**src/rtl/cme_div.sv**
```systemverilog
// ----------------------------------------------------------------------------
// cme_div
// Unsigned restoring divider, one quotient bit per cycle.
// ----------------------------------------------------------------------------
`timescale 1ns / 1ps

module cme_div #(
    parameter int NUM_W = 62,
    parameter int DEN_W = 11
) (
    input  logic             i_clk,
    input  logic             i_rst_n,
    input  logic             i_start,
    input  logic [NUM_W-1:0] i_num,
    input  logic [DEN_W-1:0] i_den,   // held stable while busy, nonzero
    output logic             o_done,
    output logic [NUM_W-1:0] o_quot
);

    localparam int STEP_W = $clog2(NUM_W + 1);

    logic              r_busy;
    logic              r_done;
    logic [STEP_W-1:0] r_step;
    logic [NUM_W-1:0]  r_q;
    logic [DEN_W-1:0]  r_rem;

    logic [DEN_W:0]    w_trial;
    logic [DEN_W:0]    w_diff;
    logic              w_fit;

    assign w_trial = {r_rem, r_q[NUM_W-1]};
    assign w_fit   = w_trial >= {1'b0, i_den};
    assign w_diff  = w_trial - {1'b0, i_den};

    always_ff @(posedge i_clk) begin
        if (!i_rst_n) begin
            r_busy <= 1'b0;
            r_done <= 1'b0;
            r_step <= '0;
        end else begin
            r_done <= 1'b0;
            if (i_start) begin
                r_busy <= 1'b1;
                r_step <= STEP_W'(NUM_W);
            end else if (r_busy) begin
                r_step <= r_step - STEP_W'(1);
                if (r_step == STEP_W'(1)) begin
                    r_busy <= 1'b0;
                    r_done <= 1'b1;
                end
            end
        end
    end

    // dividend shifts out at the top while quotient bits shift in
    always_ff @(posedge i_clk) begin
        if (i_start) begin
            r_q   <= i_num;
            r_rem <= '0;
        end else if (r_busy) begin
            r_rem <= w_fit ? w_diff[DEN_W-1:0] : w_trial[DEN_W-1:0];
            r_q   <= {r_q[NUM_W-2:0], w_fit};
        end
    end

    assign o_done = r_done;
    assign o_quot = r_q;

endmodule

```
**config.mk**
```make
export PLATFORM = sky130hd
export DESIGN_NAME = cme_div
export DESIGN_NICKNAME = d
export VERILOG_FILES = /design/src/rtl/cme_div.sv
export SDC_FILE = /design/constraint.sdc
export NUM_CORES = 1
export LEC_CHECK = 0
export BUFFER_PORTS_ARGS = -buffer_cell sky130_fd_sc_hd__buf_2
export CAP_MARGIN = 5
export CORE_ASPECT_RATIO = 1.2
export CORE_MARGIN = 3
export CORE_UTILIZATION = 50
export DETAILED_ROUTE_END_ITERATION = 8
export PLACE_DENSITY = 0.78
export SETUP_SLACK_MARGIN = 0.5
export SYNTH_ARGS = -nofsm -noshare
export SYNTH_HDL_FRONTEND = slang
export SYNTH_SLANG_ARGS = --single-unit
export TNS_END_PERCENT = 20
```
**constraint.sdc**
```tcl
create_clock -name i_clk -period 2.5 [get_ports i_clk]
set_input_delay 0.375 -clock i_clk [delete_from_list [all_inputs] [get_ports i_clk]]
set_output_delay 0.375 -clock i_clk [all_outputs]
set_load 0.02 [all_outputs]
```
==> results of run 1 <==
[state kept, by name, summed over array words and instances (netlist names)]
name / cells
o_done: 1
r_step: 6
r_busy: 1
r_rem: 11
o_quot: 62
[logic make-up (layout without fill, tap and decap cells)]
kind of cell / count (synthesis) / after routing
muxes: 69 / 69
DFF: 81 / 81
xor gates and xnor gates: 10 / 10
adders and majority gates: 14 / 14
AOI/OAI and AO/OA: 44 / 44
buffers and inverters: 30 / 184
and+or+nand+nor: 59 / 59
[metrics by stage]
step,setup slack [ps],power (mW),instance area [um2]
after floorplan,220.1,2.278,4093
after global placement,103.5,2.525,4911
after detailed placement,49.75,2.546,4911
after CTS,167.3,3.668,5194
after global routing,191.0,3.829,5236
final,268.8,3.668,5236
[layout make-up]
type / count / area, um2
Fill cell: 626 / 2559
Sequential cell: 81 / 2242
Multi-Input combinational cell: 196 / 1767
Timing Repair Buffer: 152 / 827.0
Clock buffer: 9 / 123.9
Tap cell: 92 / 115.1
Clock inverter: 7 / 101.3
Inverter: 16 / 60.06
[how the worst max path moves through the flow]
stage | start | end | slack (ps) | cells after the start
4_1_cts | o_quot[61] | r_rem[4] | 170 | 10
5_1_grt | o_quot[61] | r_rem[7] | 190 | 10
6_report | o_quot[61] | r_rem[9] | 270 | 10
3_5_place_dp | i_den[0] | r_rem[0] | 50 | 9
2_1_floorplan | o_quot[61] | o_quot[0] | 220 | 9
3_3_place_gp | i_den[0] | r_rem[0] | 100 | 9
[synth_stat cells (all sizes together), types with 3 or more instances]
library cell  number  area share
nand2b             6      0.0092
dfxtp             19       0.093
nor3               3      0.0037
xnor2              8       0.017
a211oi             8       0.016
ha                13       0.040
clkbuf            11       0.010
inv               16       0.015
mux2              63        0.17
o211ai             3      0.0055
o21ai             10       0.016
nor2b              3      0.0064
mux2i              6       0.015
buf                3      0.0064
nand3              3      0.0067
o21a               7       0.013
nand2              9      0.0083
edfxtp            62        0.46
a21oi              7      0.0086
nand3b             3      0.0055
nor2              19       0.017
[power breakdown]
part	total [mW]	internal, mW	switching [mW]
clock	1.10	0.576	0.527
sequential	1.69	1.61	0.0784
combinational	0.873	0.402	0.471
[timing repair]
item,4_1_cts,5_1_grt
setup endpoints to repair,12,12
pin swaps,6,8
setup buffers,6,1
resized for setup,3,6
hold buffers,0,0
gates cloned,0,0
[placed cells by master, fill, tap and decap left out, drive strengths merged, types with 3 or more instances in the layout]
cell type / instances
a211oi: 8
a21oi: 7
buf: 152
clkbuf: 9
dfxtp: 19
edfxtp: 62
ha: 13
inv: 19
mux2: 63
mux2i: 6
nand2: 9
nand2b: 6
nand3: 3
nand3b: 3
nor2: 19
nor2b: 3
nor3: 3
o211ai: 3
o21a: 7
o21ai: 10
xnor2: 8
[layer usage]
layer,vias to the layer above,global-route usage,share of wire
li1,1438,-,-
met4,0,0.05940,0.014
met5,-,0,0
met3,12,0.06861,0.091
met2,121,0.3299,0.50
met1,1419,0.2514,0.40
==> impl_metrics.ini, run 1 <==
[outcome]
status = finished clean

[final_layout]
drive_gt1_frac = 0.5315
diodes = 0
synthToLayoutAreaGrowth_pct = 28.33
final_cells = 553
final_nets = 546
final_core_util = 0.6718

[cts]
cts_tree = built
clk_pin_slew_ps = 90
htreeDepth = 3
cts_sinks = 81
insertion_delay_ps = 350
cts_root_buffer = clkbuf_8
clk_path_buf_depth = 2
cts_buffers = 9

[synthesis]
synth_top_family_by_area = multiplexers
ys_seq_elements = 81
synth_xor_area_frac = 0.02147
synthSimpleGateAreaFrac = 0.08740
synth_area_um2 = 4080
synth.avg_cell_area_um2 = 13.29
synth.area.mux_share = 0.1895
synth_compound_area_frac = 0.07605
synth_ff_type = edfxtp_1
synth_edf_count = 62
syn_inst = 307
syn_nets = 397
yosysUniqueCellTypes = 48
synthAdderAreaFrac = 0.04477
ys_seq_area_frac = 0.5495
ys_warn_count = 0
async_flop_share = 0

[timing]
setup_violations = 0
max_freq_ghz = 0.4482
hold_viol = 0
setup_tns_ps = 0
final.period_utilization = 0.8925
slew_headroom = 0.6608
worst_slew_pin_slew_ps = 508.7
fin_crit_ps = 2231
slew_viol_final = 0
hold_slack_ps = 321.5
rsz0062_at_grt = yes
fin_skew_ps = 9.379

[die]
rows = 35
dieArea_um2 = 9285
boundaryPins = 139
initial_core_util = 0.5234
die_h_um = 105.0
coreArea_um2 = 7795
die_w_um = 88.47

[min_path]
holdCritStartpoint = i_num[34]
min_to = o_quot[34]
whs_path_depth = 2
hold_class = input port to flop

[setup_path]
worstSetupPathType = flop to flop
cp_slowest_cell = edfxtp_1
crit_family = compound AO/OA/AOI/OAI gates
crit_buf_inv = 2
endpoint_kind = flop
cpPeakStageDelay_ps = 370
reg2reg_depth = 10
cp_common_cell = o21ai_4
r2r_setup_slack_ps = 270
crit_required_ps = 2760
r2r-end = r_rem[9]
startpoint_type = flop
r2r_start = o_quot[61]
cp.arrival_ps = 2490
worstPathCellList = inv_2, ha_4, fa_2, nor2b_4, o31a_1, o21ai_4, o21ai_4, buf_12, o31ai_2, a311oi_1
cp_max_fo = 8

[placed_design]
post-place-cells = 530
dp_hpwl_um = 6672
gp_congestion = 0.8555
io_buffers = 138

[run]
maxCapViolations = 0

[pwr]
vdd.ir_drop.worst_v = 0.0003698
leakage_nw = 2.220
cellPowerDensity_nw_per_um2 = 700.6

[global_route]
grt_usage = 0.2022
grt_max_degree = 43
grt_overflow = 0
grt_first_pass_wirelength_um = 14720
antenna_found_initial = 0
grt_pass1_vias = 3128

[route]
vias_per_cell = 5.407
ant_nets = 0
drt-initial-drc-count = 121
wl_per_cell_um = 16.50
dr_total_vias = 2990
drc = 0
drt_pass1_iterations = 4
drt_wl_total_um = 9122
Note: power is estimated with default switching activity, not from simulation.
==> run 2: changes to the inputs <==
--- a/config.mk
+++ b/config.mk
@@ -12,7 +12,6 @@
 export CORE_UTILIZATION = 50
 export DETAILED_ROUTE_END_ITERATION = 8
 export PLACE_DENSITY = 0.78
-export SETUP_SLACK_MARGIN = 0.5
 export SYNTH_ARGS = -nofsm -noshare
 export SYNTH_HDL_FRONTEND = slang
 export SYNTH_SLANG_ARGS = --single-unit
==> impl_metrics.ini, run 2 (same netlist as run 1, synthesis figures left out) <==
[pwr]
cellPowerDensity_nw_per_um2 = 696.5
p_switching_mw = 1.027
p_clk_frac = 0.295
swShare = 0.2863
p_int_mw = 2.561
vdd.ir_drop.worst_v = 0.0005044
pwr-share-comb = 0.232
p_seq_frac = 0.472
leakage_nw = 2.191

[setup_path]
cp.arrival_ps = 2600
cp_max_fo = 8
r2r_start = o_quot[61]
startpoint_type = flop
cp_common_cell = o21ai_4
worstSetupPathType = flop to flop
crit_required_ps = 2740
r2r_setup_slack_ps = 140
r2r-end = r_rem[1]
cpPeakStageDelay_ps = 390
endpoint_kind = flop
reg2reg_depth = 10
cp_slowest_cell = edfxtp_1
worstPathCellList = inv_1, ha_2, fa_2, nor2b_4, o31a_1, o21ai_4, o21ai_4, buf_6, nor4bb_1, or3_1

[route]
dr_total_vias = 2950
drc = 0
drt-initial-drc-count = 121
drt_pass1_iterations = 4
drt_wl_total_um = 8929
wl_per_cell_um = 16.23
ant_nets = 0
vias_per_cell = 5.364

[placed_design]
place_area_um2 = 4908
io_buffers = 138
gp_congestion = 0.8696
dp_hpwl_um = 6605

[run]
maxCapViolations = 0

[cts]
cts_tree = built
cts_buffers = 9
cts_root_buffer = clkbuf_8
clk_pin_slew_ps = 90
htreeDepth = 3
cts-hold-fix-buffers = 0
insertion_delay_ps = 350
clk_path_buf_depth = 2
cts_sinks = 81

[global_route]
grt_pass1_vias = 3061
grt_overflow = 0
grt_usage = 0.2036
grt_first_pass_wirelength_um = 14550
antenna_found_initial = 0
grt_max_degree = 50

[timing]
fin_skew_ps = 11.30
slew_headroom = 0.6110
max_freq_ghz = 0.4231
setup_violations = 0
rsz0062_at_grt = no
final.period_utilization = 0.9455
setup_tns_ps = 0
hold_viol = 0
fin_crit_ps = 2364
worst_slew_pin_slew_ps = 583.5
slew_viol_final = 0

[min_path]
min_to = r_step[4]
hold_class = input port to flop
holdCritStartpoint = i_rst_n
whs_path_depth = 2

[final_layout]
postLayoutCellArea_um2 = 5151
diodes = 0
final_common_cell = buf_2
final_nets = 543
drive_gt1_frac = 0.5197
final_cell_mix = buf_2 (137), mux2_2 (62), edfxtp_1 (62)
largest_register_ffs = 62
synthToLayoutAreaGrowth_pct = 26.25

[die]
coreArea_um2 = 7795
die_h_um = 105.0
initial_core_util = 0.5234
rows = 35
dieArea_um2 = 9285
die_w_um = 88.47
boundaryPins = 139

[outcome]
status = finished clean
## run 2: cell types whose count changed in the layout (fill, tap and decap cells not counted), sizes merged
cell    change
buf         -3
clkbuf      +1
clkinv      +1
inv         -2
## run 2: worst max-delay path by stage
stage | start | endpoint | slack [ps] | cells after the start
floorplan | o_quot[61] | r_rem[0] | 140 | 9
global placement | i_den[0] | r_rem[1] | 50 | 10
detailed placement | i_den[0] | r_rem[1] | 8 | 10
CTS | o_quot[61] | r_rem[1] | 30 | 10
global route | o_quot[61] | r_rem[1] | 10 | 10
finish | o_quot[61] | r_rem[1] | 140 | 10
## run 2: area by class of cell
cell class                 instances  area (um2)
clock buffer                      10       127.6
fill                             580        2644
multi-input combinational        196        1723
sequential                        81        2242
inverter                          16       60.06
timing repair buffer             149       792.0
clock inverter                     6       91.34
tap                               92       115.1
## run 2: timing repair
action / in CTS / in global routing
gates resized for setup: 0 / 4
setup buffers: 0 / 1
endpoints found under the setup margin: 0 / 10
hold endpoints to repair: 0 / 0
## run 2: power groups by stage
stage	Combinational, mW	Sequential (mW)	Clock (mW)
after floorplan	0.426	1.85	0
after global placement	0.810	1.72	0
after detailed placement	0.824	1.72	0
after CTS	0.828	1.70	1.09
after global routing	0.904	1.72	1.14
final	0.833	1.69	1.06
## run 2: worst max-delay path, delay by kind of cell (launching register included)
kind,cells,cell delay [ps]
AOI/OAI and AO/OA,3,600
and+or+nand+nor,3,560
adders and majority gates,2,450
DFF,1,390
buffers and inverters,2,250
## run 2: metal layers
layer | global-route usage | share of wire | up-vias
met4 | 0.07883 | 0.022 | 0
met5 | 0 | 0 | -
met3 | 0.07098 | 0.081 | 16
met1 | 0.2588 | 0.41 | 1389
li1 | - | - | 1438
met2 | 0.3160 | 0.48 | 107
## run 2: metrics by stage
stage | power (mW) | std cells | hold WS, ps | utilization | setup slack (ps)
after floorplan | 2.273 | 307 | 473.9 | - | 135.1
after global placement | 2.529 | 533 | 494.5 | 0.6297 | 52.02
after detailed placement | 2.547 | 533 | 504.3 | 0.6297 | 8.459
after CTS | 3.613 | 549 | 301.6 | 0.6578 | 32.28
after global routing | 3.760 | 550 | 301.3 | 0.6608 | 11.58
final | 3.588 | 550 | 308.6 | 0.6608 | 136.3
